`src/rtl/core/i2cm_pkg.sv`:
```
// Shared constants, types and helpers of the I2C master bit engine.
package i2cm_pkg;

   localparam int BITS_PER_BYTE = 8;
   localparam int BYTE_W        = BITS_PER_BYTE;
   localparam int BIT_SEL_W     = $clog2(BITS_PER_BYTE);
   localparam int BIT_IDX_W     = $clog2(BITS_PER_BYTE + 1);
   localparam int OPCODE_W      = 3;
   localparam int HALF_W        = 16;
   localparam int PHASE_W       = 2;

   localparam logic [HALF_W-1:0] HALF_PERIOD_RESET = 16'd90;

   localparam logic [OPCODE_W-1:0] OP_NOP   = 3'd0;
   localparam logic [OPCODE_W-1:0] OP_START = 3'd1;
   localparam logic [OPCODE_W-1:0] OP_STOP  = 3'd2;
   localparam logic [OPCODE_W-1:0] OP_WRITE = 3'd3;
   localparam logic [OPCODE_W-1:0] OP_READ  = 3'd4;
   localparam logic [OPCODE_W-1:0] OP_RACK  = 3'd5;
   localparam logic [OPCODE_W-1:0] OP_SACK  = 3'd6;

   localparam logic [PHASE_W-1:0] PHASE_FIRST  = 2'd0;
   localparam logic [PHASE_W-1:0] PHASE_SECOND = 2'd1;
   localparam logic [PHASE_W-1:0] PHASE_THIRD  = 2'd2;

   typedef enum logic [6:0] {
      CMD_IDLE  = 7'b0000001,
      CMD_START = 7'b0000010,
      CMD_STOP  = 7'b0000100,
      CMD_WRITE = 7'b0001000,
      CMD_READ  = 7'b0010000,
      CMD_RACK  = 7'b0100000,
      CMD_SACK  = 7'b1000000
   } cmd_state_type;

   typedef struct packed {
      cmd_state_type        cmd;
      logic [PHASE_W-1:0]   phase;
      logic [BIT_IDX_W-1:0] bit_index;
      logic [BYTE_W-1:0]    shift;
      logic [HALF_W-1:0]    tick;
      logic                 scl;
      logic                 sda;
      logic                 ack;
      logic [BYTE_W-1:0]    rx;
   } engine_state_type;

   function automatic logic [HALF_W-1:0] seg_len(input logic [HALF_W-1:0] half);
      return (half == '0) ? HALF_W'(1) : half;
   endfunction

endpackage

```
`src/rtl/core/i2cm_req_if.sv`:
```
// Command channel: opcode, transmit byte and sampled SDA level per tick.
interface i2cm_req_if;
   logic                                valid;
   logic                                ready;
   logic [i2cm_pkg::OPCODE_W-1:0]       opcode;
   logic [i2cm_pkg::BYTE_W-1:0]         tx_byte;
   logic                                sda_in;

   modport source (output valid, output opcode, output tx_byte, output sda_in, input ready);
   modport sink   (input valid, input opcode, input tx_byte, input sda_in, output ready);
endinterface

```
`src/rtl/core/i2cm_rsp_if.sv`:
```
// Result channel: bus drive levels and status per tick.
interface i2cm_rsp_if;
   logic                          valid;
   logic                          ready;
   logic                          scl_out;
   logic                          sda_out;
   logic                          busy_res;
   logic                          done_res;
   logic [i2cm_pkg::BYTE_W-1:0]   rx_byte;
   logic                          ack_bit;

   modport source (output valid, output scl_out, output sda_out, output busy_res,
                   output done_res, output rx_byte, output ack_bit, input ready);
   modport sink   (input valid, input scl_out, input sda_out, input busy_res,
                   input done_res, input rx_byte, input ack_bit, output ready);
endinterface

```
`src/rtl/core/i2cm_step.sv`:
```
// Next-state logic of the engine for one bus tick.
module i2cm_step (
   input  i2cm_pkg::engine_state_type          cur,
   input  logic [i2cm_pkg::OPCODE_W-1:0]       opcode,
   input  logic [i2cm_pkg::BYTE_W-1:0]         tx_byte,
   input  logic                                sda_in,
   input  logic [i2cm_pkg::HALF_W-1:0]         half_period,
   output i2cm_pkg::engine_state_type          nxt,
   output logic                                done
);

   i2cm_pkg::cmd_state_type                 cmd_sel;
   logic                                    load;
   logic                                    fin;
   logic [i2cm_pkg::HALF_W-1:0]             tick_dec;
   logic [i2cm_pkg::BIT_IDX_W-1:0]          bit_inc;
   logic [i2cm_pkg::BIT_SEL_W-1:0]          sel;

   assign bit_inc = cur.bit_index + i2cm_pkg::BIT_IDX_W'(1);

   always_comb begin
      unique case (opcode)
         i2cm_pkg::OP_NOP:   cmd_sel = i2cm_pkg::CMD_IDLE;
         i2cm_pkg::OP_START: cmd_sel = i2cm_pkg::CMD_START;
         i2cm_pkg::OP_STOP:  cmd_sel = i2cm_pkg::CMD_STOP;
         i2cm_pkg::OP_WRITE: cmd_sel = i2cm_pkg::CMD_WRITE;
         i2cm_pkg::OP_READ:  cmd_sel = i2cm_pkg::CMD_READ;
         i2cm_pkg::OP_RACK:  cmd_sel = i2cm_pkg::CMD_RACK;
         i2cm_pkg::OP_SACK:  cmd_sel = i2cm_pkg::CMD_SACK;
         default:            cmd_sel = i2cm_pkg::CMD_IDLE;
      endcase
   end

   always_comb begin
      nxt      = cur;
      load     = 1'b0;
      fin      = 1'b0;
      tick_dec = cur.tick;
      done     = 1'b0;
      sel      = '0;

      if (cur.cmd == i2cm_pkg::CMD_IDLE) begin
         if (cmd_sel != i2cm_pkg::CMD_IDLE) begin
            nxt.cmd       = cmd_sel;
            nxt.phase     = i2cm_pkg::PHASE_FIRST;
            nxt.bit_index = '0;
            load          = 1'b1;
            if (cmd_sel == i2cm_pkg::CMD_WRITE) begin
               nxt.shift = tx_byte;
            end else if (cmd_sel == i2cm_pkg::CMD_READ) begin
               nxt.shift = '0;
            end
         end
      end else begin
         if (cur.tick != '0) begin
            tick_dec = cur.tick - i2cm_pkg::HALF_W'(1);
         end
         nxt.tick = tick_dec;
         if (tick_dec == '0) begin
            unique case (cur.cmd) inside
               i2cm_pkg::CMD_START, i2cm_pkg::CMD_STOP: begin
                  if (cur.phase == i2cm_pkg::PHASE_FIRST) begin
                     nxt.phase = i2cm_pkg::PHASE_SECOND;
                  end else begin
                     fin = 1'b1;
                  end
               end
               i2cm_pkg::CMD_WRITE, i2cm_pkg::CMD_READ: begin
                  if (cur.phase == i2cm_pkg::PHASE_FIRST) begin
                     nxt.phase = i2cm_pkg::PHASE_SECOND;
                     if (cur.cmd == i2cm_pkg::CMD_READ) begin
                        nxt.shift = {cur.shift[i2cm_pkg::BYTE_W-2:0], sda_in};
                     end
                  end else begin
                     nxt.phase     = i2cm_pkg::PHASE_FIRST;
                     nxt.bit_index = bit_inc;
                     fin = (bit_inc >= i2cm_pkg::BIT_IDX_W'(i2cm_pkg::BITS_PER_BYTE));
                  end
               end
               i2cm_pkg::CMD_RACK: begin
                  nxt.ack = sda_in;
                  fin     = 1'b1;
               end
               i2cm_pkg::CMD_SACK: begin
                  if (cur.phase != i2cm_pkg::PHASE_THIRD) begin
                     nxt.phase = cur.phase + i2cm_pkg::PHASE_W'(1);
                  end else begin
                     fin = 1'b1;
                  end
               end
               default: begin
                  fin = 1'b1;
               end
            endcase
            load = !fin;
         end
      end

      if (load) begin
         sel = i2cm_pkg::BIT_SEL_W'(i2cm_pkg::BITS_PER_BYTE - 1)
             - nxt.bit_index[i2cm_pkg::BIT_SEL_W-1:0];
         unique case (nxt.cmd)
            i2cm_pkg::CMD_START: begin
               nxt.scl = 1'b1;
               nxt.sda = (nxt.phase == i2cm_pkg::PHASE_FIRST);
            end
            i2cm_pkg::CMD_STOP: begin
               nxt.scl = (nxt.phase != i2cm_pkg::PHASE_FIRST);
               nxt.sda = 1'b0;
            end
            i2cm_pkg::CMD_WRITE: begin
               nxt.scl = (nxt.phase != i2cm_pkg::PHASE_FIRST);
               nxt.sda = nxt.shift[sel];
            end
            i2cm_pkg::CMD_READ: begin
               nxt.scl = (nxt.phase == i2cm_pkg::PHASE_FIRST);
               nxt.sda = 1'b1;
            end
            i2cm_pkg::CMD_RACK: begin
               nxt.scl = 1'b1;
               nxt.sda = 1'b1;
            end
            i2cm_pkg::CMD_SACK: begin
               nxt.scl = (nxt.phase == i2cm_pkg::PHASE_THIRD);
               if (nxt.phase != i2cm_pkg::PHASE_FIRST) begin
                  nxt.sda = 1'b0;
               end
            end
            default: begin
               nxt.scl = cur.scl;
            end
         endcase
         nxt.tick = i2cm_pkg::seg_len(half_period);
      end

      if (fin) begin
         unique case (cur.cmd)
            i2cm_pkg::CMD_STOP: begin
               nxt.scl = 1'b1;
               nxt.sda = 1'b1;
            end
            i2cm_pkg::CMD_WRITE: begin
               nxt.scl = 1'b0;
            end
            i2cm_pkg::CMD_READ: begin
               nxt.scl = 1'b0;
               nxt.sda = 1'b1;
               nxt.rx  = nxt.shift;
            end
            default: begin
               nxt.scl = 1'b0;
               nxt.sda = 1'b0;
            end
         endcase
         nxt.cmd       = i2cm_pkg::CMD_IDLE;
         nxt.phase     = i2cm_pkg::PHASE_FIRST;
         nxt.bit_index = '0;
         nxt.tick      = '0;
         done          = 1'b1;
      end
   end

endmodule

```
`src/rtl/core/i2c_master_bit_engine_unit.sv`:
```
// Top level of the I2C master bit engine: input register, state, result register.
// Each transaction on req_if is one bus timing tick and yields exactly one
// transaction on rsp_if. Sustained rate is one tick per clock cycle while rsp_if
// is not stalled; a tick passes the input register, then the engine state and
// result register, which update together. The result register parts the two sides,
// so a new tick is taken while a finished result waits, and a stall on rsp_if
// holds the input register. The half period (half_ff) is written through csr_we and
// csr_wdata (reset 90) and takes effect at the next SCL half-period load.
module i2c_master_bit_engine_unit (
   input  logic                          clock,
   input  logic                          reset,
   i2cm_req_if.sink                      req_if,
   i2cm_rsp_if.source                    rsp_if,
   input  logic                          csr_we,
   input  logic [i2cm_pkg::HALF_W-1:0]   csr_wdata
);

   logic                                 in_valid_ff, in_valid_in;
   logic [i2cm_pkg::OPCODE_W-1:0]        opcode_ff, opcode_in;
   logic [i2cm_pkg::BYTE_W-1:0]          tx_byte_ff, tx_byte_in;
   logic                                 sda_in_ff, sda_in_in;
   logic [i2cm_pkg::HALF_W-1:0]          half_ff, half_in;
   i2cm_pkg::engine_state_type           state_ff, state_in, state_nxt;
   logic                                 out_valid_ff, out_valid_in;
   logic                                 done_ff, done_in;
   logic                                 step_done;
   logic                                 advance;
   logic                                 accept;

   assign advance      = in_valid_ff && (!out_valid_ff || rsp_if.ready);
   assign req_if.ready = !in_valid_ff || advance;
   assign accept       = req_if.valid && req_if.ready;

   i2cm_step u_step (
      .cur         (state_ff),
      .opcode      (opcode_ff),
      .tx_byte     (tx_byte_ff),
      .sda_in      (sda_in_ff),
      .half_period (half_ff),
      .nxt         (state_nxt),
      .done        (step_done)
   );

   always_comb begin
      in_valid_in  = accept || (in_valid_ff && !advance);
      opcode_in    = accept ? req_if.opcode  : opcode_ff;
      tx_byte_in   = accept ? req_if.tx_byte : tx_byte_ff;
      sda_in_in    = accept ? req_if.sda_in  : sda_in_ff;
      half_in      = csr_we ? csr_wdata : half_ff;
      state_in     = advance ? state_nxt : state_ff;
      done_in      = advance ? step_done : done_ff;
      out_valid_in = advance || (out_valid_ff && !rsp_if.ready);
   end

   always_ff @(posedge clock) begin
      if (reset) begin
         in_valid_ff        <= 1'b0;
         out_valid_ff       <= 1'b0;
         half_ff            <= i2cm_pkg::HALF_PERIOD_RESET;
         state_ff.cmd       <= i2cm_pkg::CMD_IDLE;
         state_ff.phase     <= i2cm_pkg::PHASE_FIRST;
         state_ff.bit_index <= '0;
         state_ff.shift     <= '0;
         state_ff.tick      <= '0;
         state_ff.scl       <= 1'b1;
         state_ff.sda       <= 1'b1;
         state_ff.ack       <= 1'b1;
         state_ff.rx        <= '0;
         done_ff            <= 1'b0;
      end else begin
         in_valid_ff  <= in_valid_in;
         out_valid_ff <= out_valid_in;
         half_ff      <= half_in;
         state_ff     <= state_in;
         done_ff      <= done_in;
      end
   end

   always_ff @(posedge clock) begin
      opcode_ff  <= opcode_in;
      tx_byte_ff <= tx_byte_in;
      sda_in_ff  <= sda_in_in;
   end

   assign rsp_if.valid    = out_valid_ff;
   assign rsp_if.scl_out  = state_ff.scl;
   assign rsp_if.sda_out  = state_ff.sda;
   assign rsp_if.busy_res = (state_ff.cmd != i2cm_pkg::CMD_IDLE);
   assign rsp_if.done_res = done_ff;
   assign rsp_if.rx_byte  = state_ff.rx;
   assign rsp_if.ack_bit  = state_ff.ack;

endmodule

```
`src/flat_wrapper.sv`:
```
// flat-port wrapper written by rule: the top's interface ports become plain ports
module i2c_master_bit_engine_unit_flat 
  (clock, reset, csr_we, csr_wdata, req_if_valid, req_if_opcode, req_if_tx_byte, req_if_sda_in, req_if_ready, rsp_if_valid, rsp_if_scl_out, rsp_if_sda_out, rsp_if_busy_res, rsp_if_done_res, rsp_if_rx_byte, rsp_if_ack_bit, rsp_if_ready);
  i2cm_req_if req_if_i ();
  i2cm_rsp_if rsp_if_i ();
  input  logic clock;
  input  logic reset;
  input  logic csr_we;
  input  logic [i2cm_pkg::HALF_W-1:0] csr_wdata;
  input wire logic [$bits(req_if_i.valid)-1:0] req_if_valid;
  input wire logic [$bits(req_if_i.opcode)-1:0] req_if_opcode;
  input wire logic [$bits(req_if_i.tx_byte)-1:0] req_if_tx_byte;
  input wire logic [$bits(req_if_i.sda_in)-1:0] req_if_sda_in;
  output wire logic [$bits(req_if_i.ready)-1:0] req_if_ready;
  output wire logic [$bits(rsp_if_i.valid)-1:0] rsp_if_valid;
  output wire logic [$bits(rsp_if_i.scl_out)-1:0] rsp_if_scl_out;
  output wire logic [$bits(rsp_if_i.sda_out)-1:0] rsp_if_sda_out;
  output wire logic [$bits(rsp_if_i.busy_res)-1:0] rsp_if_busy_res;
  output wire logic [$bits(rsp_if_i.done_res)-1:0] rsp_if_done_res;
  output wire logic [$bits(rsp_if_i.rx_byte)-1:0] rsp_if_rx_byte;
  output wire logic [$bits(rsp_if_i.ack_bit)-1:0] rsp_if_ack_bit;
  input wire logic [$bits(rsp_if_i.ready)-1:0] rsp_if_ready;
  assign req_if_i.valid = req_if_valid;
  assign req_if_i.opcode = req_if_opcode;
  assign req_if_i.tx_byte = req_if_tx_byte;
  assign req_if_i.sda_in = req_if_sda_in;
  assign req_if_ready = req_if_i.ready;
  assign rsp_if_valid = rsp_if_i.valid;
  assign rsp_if_scl_out = rsp_if_i.scl_out;
  assign rsp_if_sda_out = rsp_if_i.sda_out;
  assign rsp_if_busy_res = rsp_if_i.busy_res;
  assign rsp_if_done_res = rsp_if_i.done_res;
  assign rsp_if_rx_byte = rsp_if_i.rx_byte;
  assign rsp_if_ack_bit = rsp_if_i.ack_bit;
  assign rsp_if_i.ready = rsp_if_ready;
  i2c_master_bit_engine_unit u_core (.clock(clock), .reset(reset), .req_if(req_if_i), .rsp_if(rsp_if_i), .csr_we(csr_we), .csr_wdata(csr_wdata));
endmodule
```
`config.mk`:
```
export PLATFORM = sky130hd
export DESIGN_NAME = i2c_master_bit_engine_unit_flat
export DESIGN_NICKNAME = d
export VERILOG_FILES = /design/src/rtl/core/i2cm_pkg.sv /design/src/rtl/core/i2cm_req_if.sv /design/src/rtl/core/i2cm_rsp_if.sv /design/src/rtl/core/i2cm_step.sv /design/src/rtl/core/i2c_master_bit_engine_unit.sv /design/src/flat_wrapper.sv
export SDC_FILE = /design/constraint.sdc
export NUM_CORES = 1
export LEC_CHECK = 0
export ABC_CLOCK_PERIOD_IN_PS = 3500
export BUFFER_PORTS_ARGS = -buffer_cell sky130_fd_sc_hd__buf_2
export CAP_MARGIN = 25
export CORE_MARGIN = 1
export CORE_UTILIZATION = 30
export DETAILED_ROUTE_END_ITERATION = 10
export PLACE_DENSITY = 0.5
export SLEW_MARGIN = 40
export SYNTH_ARGS = -nofsm -noshare
export SYNTH_HDL_FRONTEND = slang
export SYNTH_SLANG_ARGS = --single-unit
```
`constraint.sdc`:
```
create_clock -name clock -period 3.5 [get_ports clock]
set_clock_uncertainty 0.15 [all_clocks]
set_input_delay 0.525 -clock clock [delete_from_list [all_inputs] [get_ports clock]]
set_output_delay 0.525 -clock clock [all_outputs]
set_load 0.01 [all_outputs]
```
== After elaboration in Yosys (flattened, before gate mapping) ==
Index checks and enable logic that the tools add are counted.
Operators by class
  $add $sub $neg: 4
  $lt $le $gt $ge: 2
  equality and inequality tests: 28
  multiplexer cells: 41
  bitwise gates (word level): 1
  reductions and logical operators: 34
Operators with widths (number)
  $mux 16: 4
  $pmux 7 s6: 1
  $mux 18: 2
  $logic_not 16->1: 2
  $mux 8: 4
  $mux 14: 2
  $eq 7x4->1 const B: 3
  $eq 7x5->1 const B: 3
  $mux 21: 1
  $reduce_bool 16->1: 1
  $sub 16x1->16 const B: 1
  $mux 1: 15
  $eq 7x2->1 const B: 2
  $eq 7x3->1 const B: 2
  $eq 7x6->1 const B: 2
  $eq 7x7->1 const B: 2
  $ne 7x1->1 const B: 2
  $mux 13: 1
  $mux 12: 1
  $reduce_or 2->1: 6
  $eq 3x3->1 const B: 3
  $eq 7x1->1 const B: 1
  $mux 7: 1
  $eq 3x2->1 const B: 2
  other kinds (30): 46
Word-level totals
  flip-flop bits (word level): 79
  output and inout port bits: 15

== Logic depth before layout (Yosys ltp) ==
Gate-level depths: netlist of the first run.
  depth after elaboration: 14
  mapped depth: 14
  depth with buffers taken out: 12

== Cells and area by module ==
From an unflattened synthesis of the first run, not the netlist that was laid out.
Second synthesis, totals
  cells, all modules: 638
  area, all modules: 5338.9 µm²
By module, submodules not included
  i2c_master_bit_engine_unit: times used 1, cells an instance 298, area an instance 3264.4 µm², sequential area each 1701.6 µm²
  i2cm_step: times used 1, cells an instance 340, area an instance 2074.5 µm², sequential area each 0.0 µm²

== Worst setup path after synthesis of the first run ==
OpenSTA, ideal clock, no wires.
  path type: reg-to-reg
  start point: register u_core.state_ff[11] in the netlist's numbering
  end point: register u_core.state_ff, in the netlist u_core.rsp_if.sda_out
  setup time: 0.120 ns
  arrival: 3.380 ns
  data required time: 3.230 ns
  setup slack: -0.149 ns
  stages on the path, launching flop included: 13
  path buffers: 0
  clock period less this slack: 3.649 ns
  path through: dfxtp_1 -> inv_1 -> ha_1 -> nor3b_1 -> and4_2 -> mux2i_1 -> o2111ai_4 -> nor4_4 -> mux2_2 -> o21ai_0 -> mux2i_1 -> a31o_1 -> a211o_1
On the way
  cells in the longest elaborated chain, start to end: 13
Ends and longest elaborated chain
  start, declared: RTL line i2c_master_bit_engine_unit.sv:23  | i2cm_pkg::engine_state_type state_ff, state_in, state_nxt;
  start signal, assigned: RTL line i2c_master_bit_engine_unit.sv:74  | state_ff <= state_in;
  $sub 16x1->16 or $reduce_bool 16->1 (tied branches): RTL line i2cm_step.sv:56, i2cm_step.sv:55
  $mux 16 *: RTL line i2cm_step.sv:55  | if (cur.tick != '0) begin
  $mux 16 *: RTL line i2cm_step.sv:42  | if (cur.cmd == i2cm_pkg::CMD_IDLE) begin
  $logic_not 16->1 *: RTL line i2cm_step.sv:59  | if (tick_dec == '0) begin
  $mux 14: RTL line i2cm_step.sv:59
  $mux 14: RTL line i2cm_step.sv:42
  $sub 3x3->3: RTL line i2cm_step.sv:101  | - nxt.bit_index[i2cm_pkg::BIT_SEL_W-1:0];
  $bmux 1 s3: RTL line i2cm_step.sv:113  | nxt.sda = nxt.shift[sel];
  $mux 1 (implied by the code): RTL line i2cm_step.sv:113
  $pmux 1 s5: RTL line i2cm_step.sv:102  | unique case (nxt.cmd)
  $mux 18: RTL line i2cm_step.sv:99  | if (load) begin
  $pmux 1 s2: RTL line i2cm_step.sv:137  | unique case (cur.cmd)
  $mux 18 *: RTL line i2cm_step.sv:136  | if (fin) begin
Mark *: on every way between the ends. The rest lies on a longest branch, timed or not. The select of a mux whose other input is x is not followed.
A chain may end at the register's enable or synchronous reset.

== Worst setup path in the final report of the first run ==
Ends and elaborated chain as after synthesis.

==> run summary, run 1 <==
status -> complete, no violations
worst slew pin tran -> 665 ps
Synth Instances -> 583
CTS max path bufs -> 2
Rows -> 45
slowest stage cell on the critical path -> nor4_1
CP peak stage delay -> 520 ps
Req. time, crit path -> 3590 ps
Slew Limit Fails -> 0
worst reg2reg setup slack -> 90 ps
Ant. Diodes -> 0
# Max-Cap Violations -> 0
share of the synthesized area in the top cell type -> 0.284
vias per cell -> 5.21
CTS Hold Bufs -> 0
Setup Crit Path Kind -> reg2reg
Tmin final -> 3410 ps
Finish-stage setup viols -> 0
input/output buffers -> 47
Layout fillers -> 1593
Root Driver -> clkbuf_16
Post-synth EDFFs -> 12
worst vdd ir -> 0.000228 V
Synth warnings -> 0
Cell Pwr Density -> 510 nW/µm²
HPWL after DPL -> 10300 µm
Netlist cell types -> 72
final instance area -> 5820 µm²
GRT Residual Overflow -> 0
# clock sinks -> 79
Ports -> 48
WL/cell -> 16.2 µm
Via Count -> 4544
Final Hold Fails -> 0
Worst-path clk slew -> 70 ps
vias in the first global route -> 4249
sequential share of the synthesized area -> 0.360
Synth area leaders -> dfxtp_1, edfxtp_1, mux2i_1, a21oi_1, nor2_1
final core occ -> 0.382
DRC viols -> 0
syn_nets -> 622
startpoint types -> flip-flop
post-synth top area cell -> dfxtp_1
CORE AREA -> 15300 µm²
Mapped Area -> 4720 µm²
H-tree Lvls -> 3
largest net degree at the start of global routing -> 61
average size of a mapped cell -> 8.10 µm²
share of cells above drive strength 1 -> 0.244
P&R area growth vs syn -> 23.3%
Die Y-Extent -> 127 µm
Num CTS Buffers -> 9
DP Area -> 5390 µm²
Die Wd -> 127 µm
first-pass GRT wire length -> 22800 µm
period utilisation layout -> 0.973
initial antenna violation count -> 0
die area -> 16200 µm²
crit path max fanout -> 5
Layout Nets -> 695
DR iter-0 viols -> 336
Yosys reg bits -> 79
CP bufs+invs -> 2
RSZ-0062 raised after global routing -> true
Fmax -> 294 MHz
class of the worst hold path -> in2reg
Final GP Congestion -> 0.865
Leak -> 2.31 nW
iteration count of the initial detailed-routing pass -> 5
CTS tree -> built
Final ANT Viol Nets -> 0
Slew HR -> 0.556
routed wire length -> 14100 µm
later-pin clock latency in the skew report -> 350 ps
worst-path cell chain -> inv_2 > ha_4 > nor3b_4 > and4_4 > mux2i_4 > o2111ai_4 > buf_4 > nor4_1 > a211oi_4 > and3_1 > a31oi_1 > o22ai_1 > a211o_1
Worst EP arrival -> 3500 ps
Initial Util -> 0.309
ys flop type -> dfxtp_1
CP Capture Type -> flip-flop
ys async rst share -> 0
Tot GR Track Use -> 0.180
CP delay by family, top -> simple AND/OR/NAND/NOR gates
## kinds of logic (layout without fill, tap and decap cells)
group / after synthesis / in the layout / synth area share
XOR/XNOR: 6 / 6 / 0.0111
adder cells (fa/ha/maj): 6 / 6 / 0.0159
flip-flops: 79 / 79 / 0.360
multiplexers: 35 / 35 / 0.0766
AO/OA/AOI/OAI: 151 / 151 / 0.202
buffers and inverters: 59 / 137 / 0.0710
AND/OR/NAND/NOR: 247 / 247 / 0.263
## power breakdown
group          switching (W)  leakage, nW  internal, W
combinational       0.000500         1.49     0.000400
sequential         0.0000535        0.664     0.000967
clock               0.000414        0.157     0.000633
## cell usage after synthesis, types with 2 or more instances
master,number
buf_2,3
o21ai_0,34
a21boi_0,3
nand3b_1,2
dfxtp_1,67
a211oi_1,3
clkbuf_1,26
o211ai_1,6
mux2i_1,29
nand4_1,7
buf_6,4
nor2_1,73
buf_4,11
or2_2,2
xor2_1,4
a221oi_1,2
and2_1,4
edfxtp_1,12
mux2_2,5
nor3_1,25
o22ai_1,8
a21oi_1,55
nand3_1,20
nand2b_1,6
nor4_1,12
and4_2,2
nor2b_1,11
nand2_1,56
nor3b_1,3
xnor2_1,2
ha_1,6
and3_1,4
and2_2,2
a211o_1,7
o21a_1,3
or3_1,7
a22oi_1,2
a31oi_1,6
a41oi_1,4
inv_1,13
## registers in the layout (all words and copies together), names as in the netlist
signal                  flops
u_core.half_ff             16
u_core.in_valid_ff          1
u_core.opcode_ff            3
u_core.rsp_if.ack_bit       1
u_core.rsp_if.done_res      1
u_core.rsp_if.rx_byte       8
u_core.rsp_if.scl_out       1
u_core.rsp_if.sda_out       1
u_core.rsp_if.valid         1
u_core.sda_in_ff            1
u_core.state_ff            37
u_core.tx_byte_ff           8
## layout make-up
class	count	area, µm²	area share
Multi-Input combinational cell	445	2780	0.478
Clock buffer	9	225	0.0387
Timing Repair Buffer	108	693	0.119
Tap cell	211	264	0.0453
Clock inverter	7	103	0.0176
Sequential cell	79	1700	0.293
Inverter	13	48.8	0.00838
## timing repair
item | in CTS | in global routing
resized for setup | 2 | 18
setup buffers | 2 | 1
pin swaps | 1 | 5
endpoints found under the setup margin | 2 | 20
## final timing paths
| check | from | end | cells past startpoint |
|---|---|---|---|
| worst max-delay path | u_core.state_ff[11]$_SDFFE_PP0P_ | u_core.rsp_if.sda_out$_SDFFE_PP1P_ | 13 |
| worst min-delay path | req_if_sda_in | u_core.sda_in_ff$_DFFE_PP_ | 1 |
| worst max register to register | u_core.state_ff[11]$_SDFFE_PP0P_ | u_core.rsp_if.sda_out$_SDFFE_PP1P_ | 13 |
| worst min register to register | u_core.rsp_if.done_res$_SDFFE_PP0P_ | u_core.rsp_if.done_res$_SDFFE_PP0P_ | 2 |
## worst reg2reg max path, delay by kind of cell, from the launching register on
kind | cells | cell delay [ps]
and+or+nand+nor | 4 | 1210
AOI/OAI and AO/OA | 5 | 880
DFF | 1 | 350
buffers and inverters | 2 | 290
muxes | 1 | 270
adders and majority gates | 1 | 160
## cells in the final DEF (no fill, tap or decap), types with 3 or more instances in the layout
cell type,netlist,final
o21ai_0,34,32
o22ai_1,8,8
mux2i_1,29,28
a41oi_1,4,4
buf_4,11,61
dfxtp_1,67,65
buf_2,3,47
nand3_1,20,20
o21a_1,3,3
xor2_1,4,4
a21oi_1,55,55
clkbuf_16,0,9
nand2b_1,6,6
inv_1,13,12
a31oi_1,6,6
nand4_1,7,7
o211ai_1,6,6
nand2_1,56,56
edfxtp_1,12,12
and2_1,4,4
a21boi_0,3,3
nor4_1,12,10
nor2b_1,11,11
ha_1,6,5
nor3_1,25,23
mux2_2,5,5
a211o_1,7,7
nor2_1,73,73
a211oi_1,3,3
or3_1,7,6
and3_1,4,4
## metal layers
layer | track usage | up-vias | wire length (µm)
li1 | - | 2257 | -
met4 | 0.0679 | 0 | 210
met3 | 0.0255 | 13 | 604
met2 | 0.277 | 120 | 6260
met1 | 0.253 | 2154 | 7030
met5 | 0 | - | 0
## stage by stage
step	total power [W]	hold slack (ps)	instances	worst slack [ps]	TNS, ps
after detailed placement	0.00185	300	853	-32.9	-32.9
after CTS	0.00294	190	871	0.765	0
after global routing	0.00311	190	872	-32.6	-65.2
final	0.00297	207	872	94.1	0
after global placement	0.00186	295	853	-28.4	-33.4
after floorplan	0.00156	304	583	5.88	0
Note: power is estimated with default switching activity, not from simulation.
==> run 2, diff against run 1 <==
--- a/config.mk
+++ b/config.mk
@@ -8,6 +8,7 @@
 export ABC_CLOCK_PERIOD_IN_PS = 3500
 export BUFFER_PORTS_ARGS = -buffer_cell sky130_fd_sc_hd__buf_2
 export CAP_MARGIN = 25
+export CORE_ASPECT_RATIO = 1.25
 export CORE_MARGIN = 1
 export CORE_UTILIZATION = 30
 export DETAILED_ROUTE_END_ITERATION = 10
==> run 2 against run 1 <==
Wire length grew 0.84%. Die area is essentially flat. Final area shrank 0.43%. Global-route usage grew 0.15 points. Critical endpoint unchanged. First-iteration DRC count shrank 13%. Combinational power shrank 3.3%. Non-clock buffer count shrank 1. Hold slack lost 1.4 ps. Highest routed layer unchanged.
==> run summary, run 2 (synthesized netlist as in run 1, its figures left out) <==
slowest stage cell on the critical path -> or3_1 (was nor4_1)
worst vdd ir -> 0.000300 V (was 0.000228 V)
Final ANT Viol Nets -> 0 (unchanged)
GRT Residual Overflow -> 0 (unchanged)
initial antenna violation count -> 0 (unchanged)
total power -> 0.00295 W (was 0.00297 W)
CTS tree -> built (unchanged)
Root Driver -> clkbuf_16 (unchanged)
Leak -> 2.32 nW (was 2.31 nW)
CP Capture Type -> flip-flop (unchanged)
Ports -> 48 (unchanged)
hold path depth -> 1 (unchanged)
commonest non-fill, non-tap cells in the layout -> nor2_1, dfxtp_1, buf_4 (unchanged)
DRC viols -> 0 (unchanged)
status -> complete, no violations (unchanged)
iteration count of the initial detailed-routing pass -> 5 (unchanged)
DR iter-0 viols -> 292 (was 336)
P&R area growth vs syn -> 22.8% (was 23.3%)
final instance area -> 5800 µm² (was 5820 µm²)
vias per cell -> 5.16 (was 5.21)
HPWL after DPL -> 10500 µm (was 10300 µm)
R2R depth -> 11 (was 13)
FF-to-FF End -> u_core.rsp_if.sda_out$_SDFFE_PP1P_ (unchanged)
Layout Nets -> 694 (was 695)
H-tree Lvls -> 3 (unchanged)
CP delay by family, top -> compound AO/OA/AOI/OAI gates (was simple AND/OR/NAND/NOR gates)
# Max-Cap Violations -> 0 (unchanged)
hold wc startpoint -> req_if_tx_byte[6] (was req_if_sda_in)
CP peak stage delay -> 430 ps (was 520 ps)
Via Count -> 4479 (was 4544)
setup TNS -> 0 ps (unchanged)
# clock sinks -> 79 (unchanged)
Slew HR -> 0.537 (was 0.556)
WL/cell -> 16.4 µm (was 16.2 µm)
CORE AREA -> 15200 µm² (was 15300 µm²)
Finish-stage setup viols -> 0 (unchanged)
commonest non-fill, non-tap cell in the layout -> nor2_1 (unchanged)
Final GP Congestion -> 0.888 (was 0.865)
Initial Util -> 0.311 (was 0.309)
Cell Pwr Density -> 510 nW/µm² (about the same)
Slew Limit Fails -> 0 (unchanged)
hold path endpoint -> u_core.tx_byte_ff[6]$_DFFE_PP_ (was u_core.sda_in_ff$_DFFE_PP_)
later-pin clock latency in the skew report -> 340 ps (was 350 ps)
worst reg2reg setup slack -> 150 ps (was 90 ps)
worst slew pin tran -> 689 ps (was 665 ps)
CTS max path bufs -> 2 (unchanged)
Final Hold Fails -> 0 (unchanged)
CP bufs+invs -> 1 (was 2)
DP Area -> 5380 µm² (was 5390 µm²)
Worst EP arrival -> 3430 ps (was 3500 ps)
Worst-path clk slew -> 70 ps (about the same)
Req. time, crit path -> 3590 ps (about the same)
Rows -> 50 (was 45)
first-pass GRT wire length -> 22600 µm (was 22800 µm)
Largest Register -> u_core.state_ff (unchanged)
largest net degree at the start of global routing -> 61 (unchanged)
reg2reg start -> u_core.state_ff[11]$_SDFFE_PP0P_ (unchanged)
Die Y-Extent -> 142 µm (was 127 µm)
Tot GR Track Use -> 0.181 (was 0.180)
routed wire length -> 14200 µm (was 14100 µm)
Ant. Diodes -> 0 (unchanged)
vias in the first global route -> 4327 (was 4249)
worst-path cell chain -> or3_1 > nor3_2 > mux2_2 > o211ai_1 > buf_4 > nor3_1 > and3_2 > a21oi_1 > a41oi_1 > a31o_1 > a211o_1 (was inv_2 > ha_4 > nor3b_4 > and4_4 > mux2i_4 > o2111ai_4 > buf_4 > nor4_1 > a211oi_4 > and3_1 > a31oi_1 > o22ai_1 > a211o_1)
Num CTS Buffers -> 9 (unchanged)
Die Wd -> 114 µm (was 127 µm)
startpoint types -> flip-flop (unchanged)
top flop regs -> u_core.state_ff: 37 flops, u_core.half_ff: 16 flops (unchanged)
input/output buffers -> 47 (unchanged)
class of the worst hold path -> in2reg (unchanged)
Tmin final -> 3350 ps (was 3410 ps)
max FFs per register -> 37 (unchanged)
period utilisation layout -> 0.956 (was 0.973)
RSZ-0062 raised after global routing -> true (unchanged)
die area -> 16200 µm² (about the same)
Fmax -> 299 MHz (was 294 MHz)
share of cells above drive strength 1 -> 0.236 (was 0.244)
Setup Crit Path Kind -> reg2reg (unchanged)
crit path max fanout -> 5 (unchanged)
-- run 2: metal layers --
| layer | vias up | share of wire | wire length (µm) | global-route usage |
|---|---|---|---|---|
| met5 | - | 0 | 0 | 0 |
| li1 | 2254 | - | - | - |
| met3 | 31 | 0.030 | 424 | 0.0319 |
| met1 | 2101 | 0.42 | 5910 | 0.208 |
| met2 | 93 | 0.52 | 7380 | 0.325 |
| met4 | 0 | 0.036 | 508 | 0.0800 |
-- run 2: cell type report --
cell class / count / area, µm²
Clock buffer: 11 / 243
Clock inverter: 5 / 86.3
Sequential cell: 79 / 1700
Timing Repair Buffer: 107 / 698
Inverter: 13 / 48.8
Tap cell: 208 / 260
Multi-Input combinational cell: 445 / 2760
Fill cell: 1571 / 9410
-- run 2: worst max-delay path by stage --
stage                                      from                                  to  depth (start not counted)
2_1_floorplan  u_core.state_ff[11]$_SDFFE_PP0P_  u_core.rsp_if.sda_out$_SDFFE_PP1P_                         12
3_3_place_gp   u_core.state_ff[14]$_SDFFE_PP0P_  u_core.rsp_if.sda_out$_SDFFE_PP1P_                         11
3_5_place_dp   u_core.state_ff[11]$_SDFFE_PP0P_  u_core.rsp_if.sda_out$_SDFFE_PP1P_                         13
4_1_cts        u_core.state_ff[11]$_SDFFE_PP0P_  u_core.rsp_if.sda_out$_SDFFE_PP1P_                         14
5_1_grt        u_core.state_ff[11]$_SDFFE_PP0P_  u_core.rsp_if.sda_out$_SDFFE_PP1P_                         13
6_report       u_core.state_ff[11]$_SDFFE_PP0P_  u_core.rsp_if.sda_out$_SDFFE_PP1P_                         11
-- run 2: through the flow --
step	utilization	instances	worst slack (ps)	hold WS (ps)
4_1_cts	0.377	866	23.2	194
5_1_grt	0.381	868	-27.7	190
3_3_place_gp	0.354	848	102	298
3_5_place_dp	0.354	848	44.5	298
6_report	0.381	868	154	205
2_1_floorplan	-	583	5.88	304
-- run 2: repair_timing --
action                                  in CTS  in global routing
hold buffers                                 0                  0
resized for setup                            3                 19
endpoints found under the setup margin       1                 18
pin swaps                                    3                  6
cloned                                       0                  0
setup buffers                                2                  2
-- run 2: power by group --
| group | switching [W] | internal (W) | leakage, nW |
|---|---|---|---|
| Combinational | 0.000490 | 0.000381 | 1.49 |
| Sequential | 0.0000537 | 0.000967 | 0.664 |
| Clock | 0.000409 | 0.000653 | 0.161 |
